===== src/rtl/core/clw_pkg.sv =====
`timescale 1ns / 1ps
// ----------------------------------------------------------------------------
// clw_pkg
// Shared types and fixed-point constants of the cloud liquid water check.
// ----------------------------------------------------------------------------
package clw_pkg;

  localparam logic [63:0] PI_Q30  = 64'd3373259426;
  localparam logic [29:0] LN2_Q30 = 30'd744261118;

  localparam logic [15:0] T_MAX     = 16'd36352;
  localparam logic [15:0] T_REF     = 16'd36480;
  localparam logic [14:0] ANG_MAX   = 15'd23040;
  localparam logic [14:0] ANG_HALF  = 15'd11520;

  // angle to radians: a * PI / 23040 = a * COS_P + a * COS_R / 23040
  localparam logic [17:0] COS_P = 18'(PI_Q30 / 64'd23040);
  localparam logic [14:0] COS_R = 15'(PI_Q30 % 64'd23040);

  localparam int unsigned COS_DEN [8] = '{240, 182, 132, 90, 56, 30, 12, 2};

  localparam logic signed [31:0] K_754  = 32'((64'd754  << 24) / 64'd1000);
  localparam logic signed [31:0] K_2265 = 32'((64'd2265 << 24) / 64'd1000);
  localparam logic signed [31:0] K_8240 = 32'((64'd8240 << 24) / 64'd1000);
  localparam logic signed [31:0] K_2622 = 32'((64'd2622 << 24) / 64'd1000);
  localparam logic signed [31:0] K_1846 = 32'((64'd1846 << 24) / 64'd1000);

  localparam int unsigned COS_LAT = 22;
  localparam int unsigned LN_LAT  = 45;
  localparam int unsigned RET_LAT = 4;

  localparam logic [1:0] MODE_OBS = 2'd0;
  localparam logic [1:0] MODE_SIM = 2'd1;

  typedef enum logic [2:0] {
    REG_MODE,
    REG_THR0,
    REG_THR1,
    REG_THR2,
    REG_THR3
  } clw_reg_e;

  typedef struct packed {
    logic ok_obs;
    logic ok_sim;
    logic apply;
  } clw_side_t;

  typedef struct packed {
    logic [1:0]       mode;
    logic [3:0][15:0] thr;
  } clw_cfg_t;

  typedef struct packed {
    logic [15:0] water_value;
    logic        water_absent;
    logic [15:0] obs_water;
    logic        obs_water_absent;
    logic [15:0] sim_water;
    logic        sim_water_absent;
    logic [3:0]  reject_mask;
  } clw_res_t;

  // Q24 product of magnitudes, truncated toward zero, then signed
  function automatic logic signed [31:0] smul24(logic signed [31:0] a,
                                                logic signed [31:0] b);
    logic [31:0] ua;
    logic [31:0] ub;
    logic [63:0] pr;
    logic [31:0] m;
    ua = a[31] ? (~a + 32'd1) : a;
    ub = b[31] ? (~b + 32'd1) : b;
    pr = ua * ub;
    m  = pr[55:24];
    return (a[31] ^ b[31]) ? signed'(~m + 32'd1) : signed'(m);
  endfunction

endpackage


===== src/rtl/core/clw_merge.sv =====
`timescale 1ns / 1ps
// ----------------------------------------------------------------------------
// clw_merge
// Merges the two retrieval lanes: mode select, mean, reject mask; holds the
// result register.
// ----------------------------------------------------------------------------
module clw_merge import clw_pkg::*; #(
  parameter int unsigned NUM_CHANNELS = 4
) (
  input  logic        clk_i,
  input  logic        load_i,
  input  logic [15:0] obs_i,
  input  logic [15:0] sim_i,
  input  clw_side_t   side_i,
  input  clw_cfg_t    cfg_i,
  output clw_res_t    res_o
);

  logic [15:0] ov, sv, wv;
  logic [16:0] sum;
  logic        ok_w;
  logic [3:0]  rej;
  clw_res_t    res_q;

  always_comb begin
    ov  = side_i.ok_obs ? obs_i : 16'd0;
    sv  = side_i.ok_sim ? sim_i : 16'd0;
    sum = {1'b0, ov} + {1'b0, sv};
    case (cfg_i.mode)
      MODE_OBS: begin
        ok_w = side_i.ok_obs;
        wv   = ov;
      end
      MODE_SIM: begin
        ok_w = side_i.ok_sim;
        wv   = sv;
      end
      default: begin
        ok_w = side_i.ok_obs && side_i.ok_sim;
        wv   = ok_w ? sum[16:1] : 16'd0;
      end
    endcase
    for (int j = 0; j < 4; j++) begin
      rej[j] = (j < NUM_CHANNELS) && side_i.apply && (!ok_w || wv > cfg_i.thr[j]);
    end
  end

  always_ff @(posedge clk_i) begin
    if (load_i) begin
      res_q.water_value      <= wv;
      res_q.water_absent     <= !ok_w;
      res_q.obs_water        <= ov;
      res_q.obs_water_absent <= !side_i.ok_obs;
      res_q.sim_water        <= sv;
      res_q.sim_water_absent <= !side_i.ok_sim;
      res_q.reject_mask      <= rej;
    end
  end

  assign res_o = res_q;

endmodule

===== config.mk =====
export PLATFORM = sky130hd
export DESIGN_NAME = clw_merge
export DESIGN_NICKNAME = d
export VERILOG_FILES = /design/src/rtl/core/clw_pkg.sv /design/src/rtl/core/clw_merge.sv
export SDC_FILE = /design/constraint.sdc
export NUM_CORES = 1
export LEC_CHECK = 0
export BUFFER_PORTS_ARGS = -buffer_cell sky130_fd_sc_hd__buf_4
export CORE_MARGIN = 3
export CORE_UTILIZATION = 50
export DETAILED_ROUTE_END_ITERATION = 16
export GPL_TIMING_DRIVEN = 0
export MAX_ROUTING_LAYER = met4
export PLACE_DENSITY = 0.79
export SYNTH_ARGS = -nofsm -noshare
export SYNTH_HDL_FRONTEND = slang
export SYNTH_SLANG_ARGS = --single-unit
export TNS_END_PERCENT = 1

===== constraint.sdc =====
create_clock -name clk_i -period 4.9 [get_ports clk_i]
set_input_delay 0.49 -clock clk_i [delete_from_list [all_inputs] [get_ports clk_i]]
set_output_delay 0.49 -clock clk_i [all_outputs]
set_load 0.005 [all_outputs]

==> results by group, run 1 <==
Pwr
  – Power Dens Cells: just over 200 mW/mm^2
  – Worst vdd ir: roughly 0.00011 V
  – Pleak: between 3 and 4 nW
  – Final Power: approximately 1.2 mW

Timing
  – # setup viols final: 0
  – WHS: 0.509 ns
  – RSZ-0062 raised after global routing: no
  – Setup Total Neg Slack: 0 ns
  – Fmax: between 200 and 250 MHz
  – Max-slew violations: 0
  – Fin. Hold Viols: 0
  – PnR worst setup slack: 0.344 ns
  – Final period utilization: just over 90%
  – Slew @ Worst Pin: about 0.87 ns
  – Worst slew margin: a little over two fifths
  – Final min period: 4.56 ns

Yosys
  – Post-Syn Area: approximately 0.0047 mm^2
  – Area contributors post-synth: edfxtp_1 (35%), ha_1 (21%), inv_1 (5.4%)
  – Post-synthesis sequential area ratio: between 30% and 40%
  – Post-synth EDFFs: 55
  – Mapped Cells: 476
  – Synth top area share: 35.1%
  – Largest area contributor in the netlist: edfxtp_1
  – Synth warn: 0
  – Top FF cell, synth: edfxtp_1
  – Seq cells post-synth: between 50 and 60
  – Syn avg cell area: 9.87 um^2
  – Mapped Nets: 659
  – Post-synth ARST share: 0%
  – Netlist cell types: 53

GRT
  – Most Crowded Layer GR: met2
  – Met1 usage: 29.8%
  – GRT Total Usage: between 20% and 30%
  – Initial antenna violation count: 0
  – GR Util met3: approximately 3.5%
  – Global-route wire length before repair: ~19 mm
  – Vias in the first global route: around 4200
  – Largest net degree at the start of global routing: 56
  – Grt ovf: 0
  – Met2 usage: slightly above 40%

Finish
  – Final instance area: between 0.006 and 0.007 mm^2
  – Ant. Diodes: 0
  – Layout cells sized above 1: 26.8%
  – Non-filler cells, final: around 750
  – Filler cells: 728
  – Commonest non-fill, non-tap cell in the layout: buf_4
  – Final Util: a little under 70%
  – Most frequent cells in the layout: buf_4 (157), ha_1 (79), inv_1 (68), edfxtp_1 (55), a21o_1 (33)
  – Layout Nets: about 820
  – Largest register FFs: 55
  – Synth-to-layout area growth: 30.0%

Min path
  – Type of the worst min-delay path: primary input to flip-flop

Route
  – Initial drt markers: 193
  – Number of routed nets with antenna violations: 0
  – Drc violations: 0
  – TritonRoute pass-1 iters: 4
  – WL per Instance: around 17 um
  – Drt total wl: between 10 and 15 mm
  – Vias: 4220
  – Vias per cell: 5.63

Floorplanning
  – Number of top-level pins: about 160
  – Row count: 34
  – DIE AREA: approximately 0.011 mm^2
  – Die height: ~100 um
  – Die width: 103 um
  – CORE AREA: 0.00893 mm^2
  – Initial Util: ~53%

Worst setup path
  – CP Capture Type: flip-flop
  – CP Max Fanout: 10
  – Critical Path RT: roughly 5 ns
  – Slowest-stage cell, CP: o211ai_1
  – Critical Path, Cell by Cell: buf_4 -> clkbuf_1 -> clkbuf_1 -> and2_1 -> ha_1 -> a21o_1 -> a21o_1 -> o32a_4 -> o21a_1 -> o211ai_1 -> ha_1 -> a21o_1 -> a21o_1 -> a211oi_1 -> a31oi_1
  – Critical path type: primary input to flip-flop
  – Setup crit end: res_o[3]
  – Slowest stage delay, CP: 0.51 ns
  – WP data arrival: 4.62 ns
  – Most used cell, CP: a21o_1
  – CP Launch Type: primary input
  – Setup crit start: side_i[1]

CTS
  – Clk sinks: 55
  – # Post-CTS Setup Buffers: 0
  – Clock Tree Root: clkbuf_8
  – Post-cts sizing count: 0
  – CTS H-tree lvls: 2
  – CTS max path bufs: 2
  – CTS tree: yes
  – Num CTS Buffers: 5
  – Register clock-pin slew on the reported worst setup and hold paths: 0.11 ns
  – Hold_buf cts: 0

Placed design
  – Post-DP HPWL: around 10 mm
  – Post-Place Cells: between 700 and 800
  – Post-DP Area: approximately 0.0060 mm^2
  – GPL Wtd Cong: approximately 0.94
  – IO Port Bufs: roughly 160
  – Place WS: -0.0212 ns

Outcome
  – Status: finished clean

Job
  – Max-cap viol count: 0
[cell usage after synthesis (2+ instances only)]
cell type and instances:
xor2_1 4, nor2_1 16, buf_2 2, mux2i_1 14
a21o_1 33, and4_1 5, clkbuf_1 9, inv_1 68
nand4_1 16, o221ai_1 2, nor2b_1 4, nand3_1 7
o2111ai_1 2, o22ai_1 6, nand2b_1 3, a31oi_1 6
o21ai_1 4, a211oi_1 6, o21ai_0 8, a2bb2oi_1 4
o211ai_1 4, ha_1 79, and2_1 30, o31ai_1 2
xnor2_1 2, o21bai_1 2, or3_1 2, nand3b_1 2
nor3_1 6, a21oi_1 20, edfxtp_1 55, nand2_1 20
o21a_1 13
[layer usage]
metal / wire [um] / vias up
met1: 5290 / 1939
met5: 0 / -
met2: 6110 / 177
met4: 273 / 0
met3: 800 / 22
li1: - / 2082
[critical path: cells and delay by family]
family          cells  cell delay (ns)
buf+inv             3             0.76
fa+ha+maj           2             0.68
simple gates        1             0.25
compound gates      9             2.45
[where the power goes]
group          switching (mW)  total, mW  internal (mW)
Combinational           0.202      0.407          0.205
Sequential             0.0113      0.574          0.563
Clock                   0.158      0.260          0.103
Total                   0.371       1.24          0.870
[area by class of cell]
class	instances	area [um^2]	share of cell area, %
multi-input cells	340	2740	44.9
flip-flops and latches	55	1650	27.0
repair buffers	157	1180	19.3
inverters	69	259	4.24
well taps	108	135	2.21
clock buffers	5	68.8	1.13
plain buffers	12	47.5	0.779
clock inverters	3	25.0	0.410
[worst min path at each step]
| stage | from | cells past startpoint | slack [ns] | to |
|---|---|---|---|---|
| final | obs_i[0] | 2 | 0.51 | res_o[22] |
| after global routing | sim_i[0] | 2 | 0.51 | res_o[5] |
| after CTS | obs_i[0] | 2 | 0.50 | res_o[22] |
| after detailed placement | obs_i[0] | 2 | 0.82 | res_o[22] |
| after global placement | sim_i[0] | 2 | 0.82 | res_o[5] |
| after floorplan | load_i | 0 | 0.60 | res_o[0] |
[cell families after synthesis]
logic type                 synth area share (%)
DFF                                        35.1
xor gates and xnor gates                   1.12
buffers and inverters                      6.52
AOI/OAI and AO/OA                          19.1
muxes                                      2.98
and+or+nand+nor                            13.6
adders and majority gates                  21.5
Power figures use the tool's default switching activity.
==> inputs of run 2 (changes only) <==
--- a/config.mk
+++ b/config.mk
@@ -5,13 +5,14 @@
 export SDC_FILE = /design/constraint.sdc
 export NUM_CORES = 1
 export LEC_CHECK = 0
-export BUFFER_PORTS_ARGS = -buffer_cell sky130_fd_sc_hd__buf_4
-export CORE_MARGIN = 3
+export BUFFER_PORTS_ARGS = -buffer_cell sky130_fd_sc_hd__buf_2
+export CORE_MARGIN = 2
 export CORE_UTILIZATION = 50
 export DETAILED_ROUTE_END_ITERATION = 16
 export GPL_TIMING_DRIVEN = 0
 export MAX_ROUTING_LAYER = met4
 export PLACE_DENSITY = 0.79
+export SLEW_MARGIN = 30
 export SYNTH_ARGS = -nofsm -noshare
 export SYNTH_HDL_FRONTEND = slang
 export SYNTH_SLANG_ARGS = --single-unit
==> results by group, run 2 (same netlist as run 1, synthesis figures left out) <==
Worst setup path
  – CP Capture Type: flip-flop
  – Critical Path RT: 4.95 ns (about the same)
  – CP Max Fanout: 10 (unchanged)
  – CP Launch Type: primary input
  – WP data arrival: 4.65 ns (+0.03 ns)
  – Critical path type: primary input to flip-flop

CTS
  – Post-cts sizing count: 0 (unchanged)
  – CTS tree: yes
  – Num CTS Buffers: 5 (unchanged)
  – Register clock-pin slew on the reported worst setup and hold paths: 0.10 ns (about the same)
  – CTS H-tree lvls: 2 (unchanged)
  – Hold_buf cts: 0 (unchanged)
  – CTS max path bufs: 2 (unchanged)
  – # Post-CTS Setup Buffers: 0 (unchanged)
  – Clock Tree Root: clkbuf_8
  – Clk sinks: 55 (unchanged)

Finish
  – Multi-input gate area: 0.00275 mm^2 (+0.27%)
  – Register area: 0.00165 mm^2 (unchanged)
  – Layout cells sized above 1: 26.8% (unchanged)
  – Filler cells: 806 (+11%)
  – Layout Nets: 823 (unchanged)
  – Final Util: 62.2% (-6.1 points)
  – Commonest non-fill, non-tap cell in the layout: buf_2
  – Most frequent cells in the layout: buf_2 (158), ha_1 (79), inv_1 (68), edfxtp_1 (55), a21o_1 (33)
  – Synth-to-layout area growth: 21.8%
  – Non-filler cells, final: 752 (+0.40%)
  – Largest register FFs: 55 (unchanged)
  – Ant. Diodes: 0 (unchanged)

Floorplanning
  – Initial Util: 51.1% (-1.5 points)
  – DIE AREA: 0.0102 mm^2 (-3.8%)
  – Die height: 101 um (-1.9%)
  – Number of top-level pins: 158 (unchanged)
  – CORE AREA: 0.00920 mm^2 (+2.9%)
  – Row count: 35 (+2.9%)
  – Die width: 101 um (-1.9%)

Route
  – Vias per cell: 5.70 (+1.1%)
  – Initial drt markers: 290 (+50%)
  – TritonRoute pass-1 iters: 4 (unchanged)
  – WL per Instance: 16.8 um (+1.0%)
  – Drc violations: 0 (unchanged)
  – Drt total wl: 12.7 mm (+1.4%)
  – Vias: 4284 (+1.5%)
  – Number of routed nets with antenna violations: 0 (unchanged)

Pwr
  – Comb pwr share: 30.8% (-2.0 points)
  – Switching Share: 31.1% (+1.2 points)
  – Internal power: 827 uW (-5.0%)
  – Flop pwr share: 47.7% (+1.5 points)
  – Pleak: 3.05 nW (-4.3%)
  – Clk network pwr share: 21.5% (+0.5 points)
  – Net Sw Power: 373 uW (+0.43%)
  – Worst vdd ir: 0.000115 V (+4.3%)
  – Final Power: 1.20 mW (-3.4%)
  – Power Dens Cells: 210 mW/mm^2 (+3.1%)

GRT
  – Largest net degree at the start of global routing: 56 (unchanged)
  – Global-route wire length before repair: 20.2 mm (+3.8%)
  – GRT Total Usage: 25.8% (+1.6 points)
  – Vias in the first global route: 4244 (+0.98%)
  – Initial antenna violation count: 0 (unchanged)
  – Grt ovf: 0 (unchanged)

Placed design
  – Post-Place Cells: 744 (+0.40%)
  – GPL Wtd Cong: 0.934 (-0.85%)
  – IO Port Bufs: 157 (unchanged)
  – Post-DP HPWL: 10.2 mm (-1.2%)

Timing
  – RSZ-0062 raised after global routing: no
  – Max-slew violations: 0 (unchanged)
  – Final min period: 4.60 ns (+0.0396 ns)
  – Worst slew margin: 52.0% (+10 points)
  – Setup Total Neg Slack: 0 ns (unchanged)
  – Final period utilization: 93.8% (+0.81 points)
  – Fin. Hold Viols: 0 (unchanged)
  – Fmax: 218 MHz (-0.86%)
  – # setup viols final: 0 (unchanged)
  – Slew @ Worst Pin: 0.721 ns (-0.148 ns)

Min path
  – Worst hold endpoint: res_o[5]
  – Worst Hold Depth: 2 (unchanged)
  – Type of the worst min-delay path: primary input to flip-flop
  – Hold_sp: sim_i[0]

Job
  – Max-cap viol count: 0 (unchanged)

Outcome
  – Status: finished clean
[run 2: cell counts in the layout (fill, tap and decap cells not counted)]
Identical to the previous run, type by type.
[run 2: critical path: stages]
cell and delay [ns]:
buf_2 0.12, clkbuf_1 0.31, clkbuf_1 0.37, and2_1 0.24
ha_1 0.31, a21o_1 0.21, a21o_1 0.22, o32a_4 0.44
a2111oi_4 0.33, nand3b_1 0.31, ha_1 0.32, a21o_1 0.16
a21o_1 0.17, a21oi_1 0.28, a2bb2oi_1 0.22, a31oi_1 0.14
[run 2: how the worst max path moves through the flow]
| stage | from | to | slack, ns | depth (start not counted) |
|---|---|---|---|---|
| 5_1_grt | side_i[1] | res_o[2] | 0.1 | 16 |
| 3_5_place_dp | side_i[1] | res_o[2] | 0.02 | 16 |
| 6_report | side_i[1] | res_o[0] | 0.30 | 16 |
| 4_1_cts | side_i[1] | res_o[0] | 0.33 | 16 |
| 3_3_place_gp | side_i[1] | res_o[1] | 0.05 | 16 |
| 2_1_floorplan | side_i[1] | res_o[1] | 1.00 | 15 |
[run 2: final cells by class]
| type | instances | share of cell area, % |
|---|---|---|
| well taps | 111 | 2.43 |
| plain buffers | 12 | 0.831 |
| repair buffers | 157 | 13.8 |
| clock inverters | 3 | 0.350 |
| flip-flops and latches | 55 | 28.9 |
| inverters | 69 | 4.53 |
| multi-input cells | 340 | 48.0 |
| clock buffers | 5 | 1.20 |
[run 2: stage by stage]
stage	hold WS, ns	area (um^2)	setup WS (ns)
6_report	0.502	5720	0.304
5_1_grt	0.527	5720	0.0965
4_1_cts	0.500	5720	0.331
3_5_place_dp	0.821	5630	0.0218
3_3_place_gp	0.828	5620	0.0521
2_1_floorplan	0.602	4700	1.00
[run 2: power by group through the flow]
stage / combinational, mW / clock, mW / sequential, mW
finish: 0.369 / 0.258 / 0.572
global route: 0.415 / 0.274 / 0.575
CTS: 0.368 / 0.261 / 0.572
detailed placement: 0.366 / 0 / 0.583
global placement: 0.351 / 0 / 0.582
floorplan: 0.208 / 0 / 0.589
[run 2: layer usage]
layer	routed length, um	up-vias	GRT usage, %	part of all wire [%]
met3	793	15	2.01	6.3
met5	0	-	-	0
li1	-	2091	-	-
met4	226	0	6.55	1.8
met1	5550	1995	33.3	44
met2	6080	183	43.9	48
==> inputs of run 3 (changes only) <==
--- a/config.mk
+++ b/config.mk
@@ -5,7 +5,9 @@
 export SDC_FILE = /design/constraint.sdc
 export NUM_CORES = 1
 export LEC_CHECK = 0
+export ABC_AREA = 1
 export BUFFER_PORTS_ARGS = -buffer_cell sky130_fd_sc_hd__buf_2
+export CORE_ASPECT_RATIO = 1.5
 export CORE_MARGIN = 2
 export CORE_UTILIZATION = 50
 export DETAILED_ROUTE_END_ITERATION = 16
==> results by group, run 3 <==
Timing
  – RSZ-0062 raised after global routing: no
  – WHS: 0.508 ns (+0.00652 ns)
  – Fmax: 273 MHz (+25%)
  – Worst slew margin: 52.3% (+0.33 points)
  – Final period utilization: 74.8% (-19 points)
  – Slew @ Worst Pin: 0.716 ns (-0.00498 ns)
  – Max-slew violations: 0 (unchanged)
  – # setup viols final: 0 (unchanged)
  – Setup Total Neg Slack: 0 ns (unchanged)
  – Fin. Hold Viols: 0 (unchanged)
  – PnR worst setup slack: 1.24 ns (+0.932 ns)
  – Final min period: 3.66 ns (-0.932 ns)

Route
  – WL per Instance: 14.4 um (-15%)
  – Initial drt markers: 253 (-13%)
  – Number of routed nets with antenna violations: 0 (unchanged)
  – Drc violations: 0 (unchanged)
  – TritonRoute pass-1 iters: 5 (+1)
  – Vias per cell: 5.21 (-8.5%)
  – Drt total wl: 12.5 mm (-1.2%)
  – Vias: 4540 (+6.0%)

Worst setup path
  – WP data arrival: 3.72 ns (-0.93 ns)
  – Slowest stage delay, CP: 0.47 ns (+0.03 ns)
  – Critical Path RT: 4.95 ns (about the same)
  – CP Launch Type: primary input
  – CP Max Fanout: 10 (unchanged)
  – CP delay by family, top: simple AND/OR/NAND/NOR gates
  – CP Capture Type: flip-flop
  – Crit path buf inv count: 3 (unchanged)
  – Critical Path, Cell by Cell: buf_6 -> buf_2 -> nand2_1 -> fa_1 -> inv_1 -> nand3_1 -> nand2_1 -> nand2_1 -> nand2_1 -> nand3_1 -> nand3b_1 -> nand3_1 -> a21oi_1 -> ha_1 -> a21oi_1 -> nand3b_1 -> a21oi_1 -> nor2_1 -> nand2_1 -> nand2_1 -> a21oi_1
  – Slowest-stage cell, CP: fa_1
  – Critical path type: primary input to flip-flop
  – Most used cell, CP: nand2_1

Pwr
  – Worst vdd ir: 0.000241 V (+110%)
  – Pleak: 3.34 nW (+9.4%)
  – Final Power: 1.44 mW (+20%)
  – Power Dens Cells: 245 mW/mm^2 (+17%)

Floorplanning
  – Die height: 124 um (+22%)
  – Initial Util: 51.6% (+0.45 points)
  – DIE AREA: 0.0104 mm^2 (+1.6%)
  – Number of top-level pins: 158 (unchanged)
  – CORE AREA: 0.00925 mm^2 (+0.63%)
  – Die width: 83.8 um (-17%)
  – Row count: 43 (+23%)

CTS
  – CTS H-tree lvls: 2 (unchanged)
  – CTS tree: yes
  – Hold_buf cts: 0 (unchanged)
  – Post-cts sizing count: 0 (unchanged)
  – Num CTS Buffers: 5 (unchanged)
  – # Post-CTS Setup Buffers: 0 (unchanged)
  – Register clock-pin slew on the reported worst setup and hold paths: 0.07 ns (-0.03 ns)
  – CTS max path bufs: 2 (unchanged)
  – Clock Tree Root: clkbuf_16
  – Clk sinks: 55 (unchanged)

GRT
  – Met1 usage: 25.7% (-7.6 points)
  – Largest net degree at the start of global routing: 56 (unchanged)
  – Most Crowded Layer GR: met2
  – GRT Total Usage: 24.9% (-0.86 points)
  – Vias in the first global route: 4586 (+8.1%)
  – Global-route wire length before repair: 20.3 mm (+0.10%)
  – Initial antenna violation count: 0 (unchanged)
  – Met2 usage: 49.4% (+5.5 points)
  – GR Util met3: 2.19% (+0.18 points)
  – Grt ovf: 0 (unchanged)

Finish
  – Layout Nets: 941 (+14%)
  – Layout cells sized above 1: 25.8% (-1.0 points)
  – Final Util: 63.5% (+1.2 points)
  – Ant. Diodes: 0 (unchanged)
  – Final instance area: 0.00587 mm^2 (+2.6%)
  – Non-filler cells, final: 871 (+16%)
  – Commonest non-fill, non-tap cell in the layout: buf_2
  – Most frequent cells in the layout: buf_2 (158), inv_1 (126), nand2_1 (116), ha_1 (79), a21oi_1 (68)
  – Synth-to-layout area growth: 23.1%
  – Largest register FFs: 55 (unchanged)
  – Filler cells: 831 (+3.1%)

Yosys
  – Top FF cell, synth: edfxtp_1
  – Largest area contributor in the netlist: edfxtp_1
  – Mapped Cells: 597 (+25%)
  – Syn avg cell area: 7.99 um^2 (-19%)
  – Area contributors post-synth: edfxtp_1 (35%), ha_1 (21%), inv_1 (9.9%)
  – Post-synthesis sequential area ratio: 34.6% (-0.53 points)
  – Synth top area share: 34.6% (-0.53 points)
  – Synth warn: 0 (unchanged)
  – Post-synth ARST share: 0% (unchanged)
  – Top-count cell post-synth: inv_1
  – Post-synth top cells: inv_1 (126), nand2_1 (116), ha_1 (79)
  – Mapped Nets: 780 (+18%)
  – Post-synth EDFFs: 55 (unchanged)
  – Post-Syn Area: 0.00477 mm^2 (+1.5%)
  – Seq cells post-synth: 55 (unchanged)
  – Netlist cell types: 34 (-36%)

Placed design
  – GPL Wtd Cong: 0.867 (-7.2%)
  – Post-Place Cells: 863 (+16%)
  – Place WS: 0.919 ns (+0.897 ns)
  – Post-DP HPWL: 10.4 mm (+1.5%)
  – Post-DP Area: 0.00568 mm^2 (+0.89%)
  – IO Port Bufs: 154 (-1.9%)

Min path
  – Type of the worst min-delay path: primary input to flip-flop
  – Worst hold endpoint: res_o[22]
  – Hold_sp: obs_i[0]
  – Worst Hold Depth: 3 (+1)

Outcome
  – Status: finished clean

Job
  – Max-cap viol count: 0 (unchanged)
-- run 3: cell types whose count changed after synthesis, moves of 8 or more --
cell      delta
nand2_1     +96
inv_1       +58
a21oi_1     +48
a21o_1      -32
and2_1      -29
nand3_1     +15
mux2i_1     -14
nor2_1      +14
o21a_1      -13
o22ai_1      +9
clkbuf_1     -8
nand2_2      +8
o21ai_0      +8
-- run 3: logic make-up (layout without fill, tap and decap cells) --
logic type / after synthesis / in the layout / share of synthesized area [%]
and+or+nand+nor: 213 / 213 / 20.5
xor gates and xnor gates: 1 / 1 / 0.184
AOI/OAI and AO/OA: 107 / 107 / 12.1
DFF: 55 / 55 / 34.6
buffers and inverters: 141 / 303 / 11.5
adders and majority gates: 80 / 80 / 21.1
-- run 3: layer usage --
| metal | vias up | wire length (um) | part of all wire [%] |
|---|---|---|---|
| met2 | 146 | 6900 | 55 |
| met1 | 2067 | 4730 | 38 |
| met4 | 0 | 299 | 2.4 |
| met3 | 21 | 573 | 4.6 |
| li1 | 2306 | - | - |
| met5 | - | 0 | 0 |
-- run 3: power by group --
part           internal (mW)  switching (mW)
sequential             0.565         0.00994
combinational          0.168           0.240
clock                  0.293           0.160
-- run 3: worst max-delay path by stage --
stage | startpoint | end | slack, ns | cells after the start
after global routing | side_i[2] | res_o[1] | 0.92 | 21
final | side_i[2] | res_o[1] | 1.24 | 21
after detailed placement | side_i[2] | res_o[1] | 0.92 | 21
after floorplan | side_i[2] | res_o[1] | 1.63 | 21
after global placement | side_i[2] | res_o[1] | 1.02 | 21
after CTS | side_i[2] | res_o[1] | 1.25 | 21
-- run 3: layout make-up --
type | instances | area, um^2 | area share [%]
Timing Repair Buffer | 154 | 773 | 13.2
Multi-Input combinational cell | 401 | 2570 | 43.8
Clock buffer | 6 | 129 | 2.19
Sequential cell | 55 | 1650 | 28.1
Buffer | 8 | 47.5 | 0.810
Tap cell | 112 | 140 | 2.39
Clock inverter | 2 | 60.1 | 1.02
Inverter | 133 | 499 | 8.50
